## config.mk

```make
export PLATFORM = sky130hd
export DESIGN_NAME = nmea_gga_fix_field_parser_unit
export DESIGN_NICKNAME = d
export VERILOG_FILES = /design/src/hw/rtl/nggf_pkg.sv /design/src/hw/rtl/nggf_field_scan.sv /design/src/hw/rtl/nmea_gga_fix_field_parser_unit.sv
export SDC_FILE = /design/constraint.sdc
export NUM_CORES = 1
export LEC_CHECK = 0
export BUFFER_PORTS_ARGS = -buffer_cell sky130_fd_sc_hd__clkbuf_2
export CORE_MARGIN = 2
export CORE_UTILIZATION = 53
export DETAILED_ROUTE_END_ITERATION = 12
export GPL_ROUTABILITY_DRIVEN = 0
export PLACE_DENSITY = 0.68
export SLEW_MARGIN = 30
export SYNTH_ARGS = -nofsm -noshare
export SYNTH_HDL_FRONTEND = slang
export SYNTH_SLANG_ARGS = --single-unit
```

## constraint.sdc

```tcl
create_clock -name clk -period 14.6 [get_ports clk]
set_input_delay 1.46 -clock clk [delete_from_list [all_inputs] [get_ports clk]]
set_output_delay 1.46 -clock clk [all_outputs]
set_load 0.01 [all_outputs]
```

## src/hw/rtl/nggf_pkg.sv

```systemverilog
// Package for the GGA fix field parser: word types, line state, character codes.
// Used by nggf_field_scan and nmea_gga_fix_field_parser_unit; no dependencies.
`timescale 1ns / 1ps
`default_nettype none

package nggf_pkg;

  localparam int MAX_LINE_DEF = 128;

  localparam int ACC_W  = 28;
  localparam int WIDE_W = 36;

  localparam logic [7:0] CH_DOLLAR = 8'h24;
  localparam logic [7:0] CH_COMMA  = 8'h2C;
  localparam logic [7:0] CH_STAR   = 8'h2A;
  localparam logic [7:0] CH_PLUS   = 8'h2B;
  localparam logic [7:0] CH_MINUS  = 8'h2D;
  localparam logic [7:0] CH_DOT    = 8'h2E;
  localparam logic [7:0] CH_ZERO   = 8'h30;
  localparam logic [7:0] CH_NINE   = 8'h39;
  localparam logic [7:0] CH_SPACE  = 8'h20;
  localparam logic [7:0] CH_TAB    = 8'h09;
  localparam logic [7:0] CH_CR     = 8'h0D;
  localparam logic [7:0] CH_NUL    = 8'h00;

  localparam logic [3:0] FLD_QUALITY  = 4'd6;
  localparam logic [3:0] FLD_SATS     = 4'd7;
  localparam logic [3:0] FLD_HDOP     = 4'd8;
  localparam logic [3:0] FLD_ALTITUDE = 4'd9;
  localparam logic [3:0] FLD_DGPS_AGE = 4'd13;
  localparam logic [3:0] FLD_MAX      = 4'd15;

  localparam logic signed [WIDE_W-1:0] ACC_CAP   = WIDE_W'(100000000);
  localparam logic signed [ACC_W-1:0]  OUT_LIMIT = ACC_W'(99999999);

  localparam logic signed [ACC_W-1:0] HDOP_EMPTY     = -ACC_W'(1000);
  localparam logic signed [ACC_W-1:0] ALTITUDE_EMPTY = -ACC_W'(9999000);
  localparam logic signed [ACC_W-1:0] DGPS_AGE_EMPTY = -ACC_W'(1000);

  // Quality tracks 0..256; 256 stands for anything above 255.
  localparam logic [8:0] QUAL_SAT = 9'd256;

  typedef enum logic [2:0] {
    PH_LEAD = 3'd0,
    PH_SIGN = 3'd1,
    PH_INT  = 3'd2,
    PH_FRAC = 3'd3,
    PH_STOP = 3'd4
  } scan_phase_t;

  typedef struct packed {
    logic [7:0] char_byte;
    logic       line_end;
  } char_word_t;

  typedef struct packed {
    logic [7:0]              fix_quality;
    logic [7:0]              sat_count;
    logic signed [ACC_W-1:0] hdop_milli;
    logic signed [ACC_W-1:0] altitude_milli;
    logic signed [ACC_W-1:0] dgps_age_milli;
  } fix_word_t;

  typedef struct packed {
    logic [3:0]              field_number;
    logic                    rejected;
    logic                    star_seen;
    logic [8:0]              quality;
    logic [7:0]              satellites;
    logic signed [ACC_W-1:0] hdop;
    logic signed [ACC_W-1:0] altitude;
    logic signed [ACC_W-1:0] dgps_age;
    scan_phase_t             phase;
    logic                    neg;
    logic [1:0]              frac_count;
    logic [3:0]              empty_marks;
  } line_state_t;

  localparam line_state_t LINE_RESET = '{
    field_number: 4'd0,
    rejected:     1'b0,
    star_seen:    1'b0,
    quality:      9'd0,
    satellites:   8'd0,
    hdop:         '0,
    altitude:     '0,
    dgps_age:     '0,
    phase:        PH_LEAD,
    neg:          1'b0,
    frac_count:   2'd0,
    empty_marks:  4'hF
  };

  function automatic logic signed [ACC_W-1:0] sat_acc(input logic signed [WIDE_W-1:0] v);
    logic signed [WIDE_W-1:0] r;
    begin
      r = v;
      if (v > ACC_CAP) r = ACC_CAP;
      if (v < -ACC_CAP) r = -ACC_CAP;
      sat_acc = r[ACC_W-1:0];
    end
  endfunction

  function automatic logic signed [ACC_W-1:0] out_fixed(input logic signed [ACC_W-1:0] v,
                                                        input logic empty,
                                                        input logic signed [ACC_W-1:0] dflt);
    logic signed [ACC_W-1:0] r;
    begin
      r = empty ? dflt : v;
      if (r > OUT_LIMIT) r = OUT_LIMIT;
      if (r < -OUT_LIMIT) r = -OUT_LIMIT;
      out_fixed = r;
    end
  endfunction

endpackage

`default_nettype wire

```

## src/hw/rtl/nggf_field_scan.sv

```systemverilog
// Next-state logic for one character: length/reject tracking, comma split,
// number scanner and per-field accumulators, plus the result word. Uses nggf_pkg.
`timescale 1ns / 1ps
`default_nettype none

module nggf_field_scan import nggf_pkg::*; #(
  parameter int MAX_LINE = MAX_LINE_DEF,
  parameter int CW       = $clog2(MAX_LINE + 1)
) (
  input  line_state_t     state,
  input  logic [CW-1:0]   char_count,
  input  char_word_t      word,
  output line_state_t     state_next,
  output logic [CW-1:0]   char_count_next,
  output logic            fire,
  output fix_word_t       result
);

  logic [7:0]               c;
  logic [3:0]               fld;
  logic                     rej;
  logic                     parse;
  logic                     fixed;
  logic                     active;
  logic                     blank;
  logic                     digit;
  logic [3:0]               d;
  logic                     early_phase;
  logic signed [ACC_W-1:0]  sel_acc;
  logic signed [WIDE_W-1:0] sel_wide;
  logic signed [WIDE_W-1:0] int_add;
  logic signed [WIDE_W-1:0] frac_add;
  logic signed [ACC_W-1:0]  int_val;
  logic signed [ACC_W-1:0]  frac_val;
  logic [12:0]              qual_wide;
  logic [8:0]               qual_val;
  logic [7:0]               sats_val;
  logic [3:0]               d_frac_w;
  logic                     acc_we;
  logic signed [ACC_W-1:0]  acc_wdata;

  assign c   = word.char_byte;
  assign fld = state.field_number;

  assign char_count_next = (char_count < CW'(MAX_LINE)) ? char_count + CW'(1) : char_count;

  assign rej = state.rejected
             | ((char_count == '0) && (c != CH_DOLLAR))
             | ((c == CH_NUL) && (char_count < CW'(6)));

  assign parse = !rej && !state.star_seen && (char_count < CW'(MAX_LINE - 1));

  assign fixed  = (fld == FLD_HDOP) || (fld == FLD_ALTITUDE) || (fld == FLD_DGPS_AGE);
  assign active = (fld == FLD_QUALITY) || (fld == FLD_SATS) || fixed;
  assign blank  = (c == CH_SPACE) || ((c >= CH_TAB) && (c <= CH_CR));
  assign digit  = (c >= CH_ZERO) && (c <= CH_NINE);
  assign d      = digit ? 4'(c - CH_ZERO) : 4'd0;
  assign early_phase = (state.phase == PH_LEAD) || (state.phase == PH_SIGN)
                    || (state.phase == PH_INT);

  always_comb begin
    case (fld)
      FLD_HDOP:     sel_acc = state.hdop;
      FLD_ALTITUDE: sel_acc = state.altitude;
      default:      sel_acc = state.dgps_age;
    endcase
  end

  assign sel_wide = WIDE_W'(sel_acc);

  // Integer digit: acc*10 +- d*1000; fraction digit: acc +- d*weight.
  always_comb begin
    case (state.frac_count)
      2'd0:    frac_add = WIDE_W'(d) * WIDE_W'(100);
      2'd1:    frac_add = WIDE_W'(d) * WIDE_W'(10);
      default: frac_add = WIDE_W'(d);
    endcase
  end

  assign d_frac_w = d;
  assign int_add  = WIDE_W'(d_frac_w) * WIDE_W'(1000);
  assign int_val  = sat_acc((sel_wide <<< 3) + (sel_wide <<< 1)
                            + (state.neg ? -int_add : int_add));
  assign frac_val = sat_acc(sel_wide + (state.neg ? -frac_add : frac_add));

  // Negative quality never rises above zero, so hold it at zero.
  assign qual_wide = {4'd0, state.quality} * 13'd10 + 13'(d);
  assign qual_val  = state.neg ? state.quality
                   : ((qual_wide >= 13'(QUAL_SAT)) ? QUAL_SAT : qual_wide[8:0]);
  assign sats_val  = state.neg ? (state.satellites * 8'd10 - 8'(d))
                               : (state.satellites * 8'd10 + 8'(d));

  always_comb begin
    state_next = state;
    state_next.rejected = rej;
    acc_we    = 1'b0;
    acc_wdata = int_val;
    if (parse) begin
      if ((c == CH_NUL) || (c == CH_STAR)) begin
        state_next.star_seen = 1'b1;
      end else if (c == CH_COMMA) begin
        if (fld != FLD_MAX) state_next.field_number = fld + 4'd1;
        state_next.phase      = PH_LEAD;
        state_next.neg        = 1'b0;
        state_next.frac_count = 2'd0;
      end else begin
        if (fld == FLD_SATS)     state_next.empty_marks[0] = 1'b0;
        if (fld == FLD_HDOP)     state_next.empty_marks[1] = 1'b0;
        if (fld == FLD_ALTITUDE) state_next.empty_marks[2] = 1'b0;
        if (fld == FLD_DGPS_AGE) state_next.empty_marks[3] = 1'b0;
        if (active) begin
          if ((state.phase == PH_LEAD) && blank) begin
            state_next.phase = PH_LEAD;
          end else if ((state.phase == PH_LEAD) && ((c == CH_PLUS) || (c == CH_MINUS))) begin
            state_next.phase = PH_SIGN;
            state_next.neg   = (c == CH_MINUS);
          end else if (early_phase && digit) begin
            state_next.phase = PH_INT;
            if (fld == FLD_SATS) begin
              state_next.satellites = sats_val;
            end else if (fld == FLD_QUALITY) begin
              state_next.quality = qual_val;
            end else begin
              acc_we    = 1'b1;
              acc_wdata = int_val;
            end
          end else if (early_phase && fixed && (c == CH_DOT)) begin
            state_next.phase = PH_FRAC;
          end else if ((state.phase == PH_FRAC) && digit && (state.frac_count != 2'd3)) begin
            acc_we    = 1'b1;
            acc_wdata = frac_val;
            state_next.frac_count = state.frac_count + 2'd1;
          end else begin
            state_next.phase = PH_STOP;
          end
        end
      end
    end
    if (acc_we) begin
      case (fld)
        FLD_HDOP:     state_next.hdop     = acc_wdata;
        FLD_ALTITUDE: state_next.altitude = acc_wdata;
        default:      state_next.dgps_age = acc_wdata;
      endcase
    end
  end

  assign fire = word.line_end && !rej && (char_count_next >= CW'(6))
             && (state_next.field_number >= FLD_QUALITY);

  assign result.fix_quality     = (state_next.quality >= QUAL_SAT) ? 8'd255
                                                                   : state_next.quality[7:0];
  assign result.sat_count       = state_next.satellites;
  assign result.hdop_milli      = out_fixed(state_next.hdop, state_next.empty_marks[1],
                                            HDOP_EMPTY);
  assign result.altitude_milli  = out_fixed(state_next.altitude, state_next.empty_marks[2],
                                            ALTITUDE_EMPTY);
  assign result.dgps_age_milli  = out_fixed(state_next.dgps_age, state_next.empty_marks[3],
                                            DGPS_AGE_EMPTY);

endmodule

`default_nettype wire

```

## src/hw/rtl/nmea_gga_fix_field_parser_unit.sv

```systemverilog
// GGA fix field parser: one character word per cycle in unless stalled, at most one fix
// word per line out. fix_valid rises once a line's last character word has left the input
// register and its fix word is in the result register. The line state updates in one
// pass of nggf_field_scan between the input register and the result register.
// Only a line end that meets a full, unaccepted result register stalls input.
// Reset (rst, synchronous): empties both registers and clears the line state.
`timescale 1ns / 1ps
`default_nettype none

module nmea_gga_fix_field_parser_unit import nggf_pkg::*; #(
  parameter int MAX_LINE = MAX_LINE_DEF
) (
  input  logic       clk,
  input  logic       rst,
  input  logic       char_valid,
  output logic       char_ready,
  input  char_word_t char_word,
  output logic       fix_valid,
  input  logic       fix_ready,
  output fix_word_t  fix_word
);

  localparam int CW = $clog2(MAX_LINE + 1);

  logic          in_full;
  char_word_t    in_word;
  line_state_t   state;
  line_state_t   state_next;
  logic [CW-1:0] char_count;
  logic [CW-1:0] char_count_next;
  logic          fire;
  fix_word_t     result;
  logic          advance;

  // A line end may need the result register; other characters never do.
  assign advance    = in_full && (!in_word.line_end || !fix_valid || fix_ready);
  assign char_ready = !in_full || advance;

  always_ff @(posedge clk) begin
    if (rst) begin
      in_full <= 1'b0;
    end else if (char_ready) begin
      in_full <= char_valid;
    end
  end

  always_ff @(posedge clk) begin
    if (char_ready && char_valid) begin
      in_word <= char_word;
    end
  end

  nggf_field_scan #(
    .MAX_LINE (MAX_LINE),
    .CW       (CW)
  ) u_scan (
    .state           (state),
    .char_count      (char_count),
    .word            (in_word),
    .state_next      (state_next),
    .char_count_next (char_count_next),
    .fire            (fire),
    .result          (result)
  );

  always_ff @(posedge clk) begin
    if (rst) begin
      state      <= LINE_RESET;
      char_count <= '0;
    end else if (advance) begin
      if (in_word.line_end) begin
        state      <= LINE_RESET;
        char_count <= '0;
      end else begin
        state      <= state_next;
        char_count <= char_count_next;
      end
    end
  end

  always_ff @(posedge clk) begin
    if (rst) begin
      fix_valid <= 1'b0;
    end else if (advance && fire) begin
      fix_valid <= 1'b1;
    end else if (fix_ready) begin
      fix_valid <= 1'b0;
    end
  end

  always_ff @(posedge clk) begin
    if (advance && fire) begin
      fix_word <= result;
    end
  end

endmodule

`default_nettype wire

```

==> run summary <==
clk_skew: 35.4 ps
via count: 21713
pin count of the biggest net entering global routing: 87
Num CTS Buffers: 26
Post-CTS Setup Bufs: 0
Area Overhead vs Synth: 8.42%
XOR/XNOR share of the synthesized area: 0.0343
WL/cell: 23.0 um
ant diodes: 0
DR iter-0 viols: 2564
power per standard cell area: 63.0 nW/um^2
syn nets: 2830
Simple-Gate Fraction of Synth Area: 0.211
Row Count: 74
Root Driver: clkbuf_16
fmax: 81.9 MHz
die area: 42500 um^2
number of synthesis warnings: 0
layout cells sized above 1: 0.117
Mapped Cells: 2640
CTS tree: done
Ports: 115
cell area after synthesis: 21700 um^2
first-pass GRT wire length: 114000 um
compound-cell area share of the yosys netlist: 0.296
Critical Path Start Type: flip-flop
# setup viols final: 0
Synth top area share: 0.151
Final Critical Period: 12220 ps
ys async rst share: 0
Hold WC Path Type: reg2reg
Final Hold Violating Endpoints: 0
clk slew on worst S/H paths: 60 ps
global-route usage over all layers: 0.343
max cap viols: 0
Netlist cell types: 122
H-tree levels: 1
top_reg_cell synth: dfxtp_1
Data required, critical path: 14900 ps
crit path capture type: flip-flop
Crit Path Class: reg2reg
grt ovf: 0
#FFs+latches synth: 235
status: finished clean
DRC errors left: 0
Die H: 206 um
Post-synth EDFFs: 109
Worst path slowest cell: o221ai_1
commonest non-fill, non-tap cells in the layout: nor2_1, nand2_1, a21oi_1
CTS resizes: 0
adder-cell share of the synthesized area: 0.117
CTS Buffer Depth: 3
Syn Area/Cell: 8.20 um^2
RSZ-0062 raised after global routing: no
initial antenna violation count: 1
DR pass1 iterations: 7
hold buffer count at cts: 0
Worst-Skew Late Latency: 570 ps
hold_ws: 480 ps
highest cell delay on the worst timing path: 730 ps
Worst Tran Pin Value: 1040 ps
drt total wl: 74100 um
nets@finish: 2858
Final Max Slew Viols: 0
buffers added on ports: 114
dpl hpwl: 56700 um
Seq/Total Area, Yosys: 0.268
Worst Path Arrival: 12520 ps
Core ar.: 40600 um^2
initial core utilization: 0.534
DRT antenna net count: 0
Max IR drop VDD: 0.0767 mV
largest family of logic cells by synthesized area: compound AO/OA/AOI/OAI gates
post-synthesis mux area share: 0.0215
worst rel slew slack: 0.301
Sink Count: 235
commonest non-fill, non-tap cell in the layout: nor2_1
Pleak: 9.53 nW
Tcrit/Tclk final: 0.837
Synth area leader: edfxtp_1
setup_tns: 0 ps
vias per cell: 6.74
Worst Path Max Fanout: 19
vias in the first global route: 19810
die span in x: 206 um
largest cells by area after synthesis: edfxtp_1, dfxtp_1, ha_1, nor2_1, a21oi_1
-- sequential cells by signal, summed over array words and instances (netlist names) --
name and cells:
in_full 1, char_count 8, fix_word 100, in_word 9
fix_valid 1, state 116
-- synthesized netlist by cell type (12+ instances only) --
cell and number:
clkbuf_1 100, mux2_2 17, xor2_1 28, o21ai_1 28, buf_2 24, and2_1 30
dfxtp_1 126, nor3_1 50, a221o_1 23, xnor2_1 53, nand2_1 237, a21o_1 46
nor2_1 313, o31ai_1 17, a211o_1 17, nor4_1 23, fa_1 41, nand3_1 54
nand2b_1 36, o211ai_1 39, o21ai_0 113, o31a_1 12, o221ai_1 20, or3_1 27
a31oi_1 24, o21bai_1 12, nand4_1 30, nor2b_1 19, o21a_1 57, a22oi_1 97
ha_1 136, mux2i_1 26, a211oi_1 29, a21oi_1 185, inv_1 130, and3_1 41
edfxtp_1 109
-- critical path: cells and delay by family (launching register included) --
| kind | cells | cell delay [ps] |
|---|---|---|
| XOR/XNOR | 3 | 1080 |
| AND/OR/NAND/NOR | 8 | 2100 |
| buffers and inverters | 4 | 690 |
| flip-flops | 1 | 490 |
| adder cells (fa/ha/maj) | 5 | 2230 |
| AO/OA/AOI/OAI | 15 | 5370 |
-- power breakdown --
| group | switching (mW) | total (mW) | leakage (nW) | internal, mW |
|---|---|---|---|---|
| registers | 0.00373 | 0.689 | 1.92 | 0.686 |
| clock network | 0.297 | 0.716 | 0.443 | 0.419 |
| logic | 0.0529 | 0.0728 | 7.17 | 0.0199 |
| total | 0.353 | 1.48 | 9.53 | 1.12 |
-- layer usage --
metal  global-route usage  up-vias  part of all wire
met1                0.455    10235              0.40
li1                     -     9922                 -
met3               0.0747      277              0.11
met5              0.00833        -           0.00061
met2                0.508     1277              0.42
met4                0.206        2             0.069
-- worst paths after layout --
| check | from | endpoint | slack [ps] | cells past startpoint |
|---|---|---|---|---|
| setup reg to reg | in_word[6] | fix_word[69] | 2380 | 35 |
| setup / recovery | in_word[6] | fix_word[69] | 2380 | 35 |
| hold / removal | state[111] | state[111] | 480 | 1 |
| hold reg to reg | state[111] | state[111] | 480 | 1 |
-- cells by family (layout without fill, tap and decap cells) --
family	Yosys count	after routing
DFF	235	235
muxes	44	44
adders and majority gates	178	178
and+or+nand+nor	940	940
buffers and inverters	275	323
AOI/OAI and AO/OA	885	885
xor gates and xnor gates	83	83
-- cell type report --
type,count,area [um^2]
clock inverters,20,264
flip-flops and latches,235,5800
fillers,3717,17100
repair buffers,144,802
clock buffers,28,658
inverters,131,492
multi-input cells,2130,14800
well taps,532,666
-- metrics by stage --
step	area [um^2]	setup slack (ps)	utilization	std cells	power (mW)
6_report	23500	2380	0.579	3220	1.48
5_1_grt	23500	1740	0.579	3220	1.51
4_1_cts	23400	2670	0.578	3220	1.48
3_5_place_dp	22500	2640	0.555	3172	0.773
3_3_place_gp	22500	3140	0.555	3172	0.772
2_1_floorplan	21700	2140	-	2640	0.753
Power figures use the tool's default switching activity.
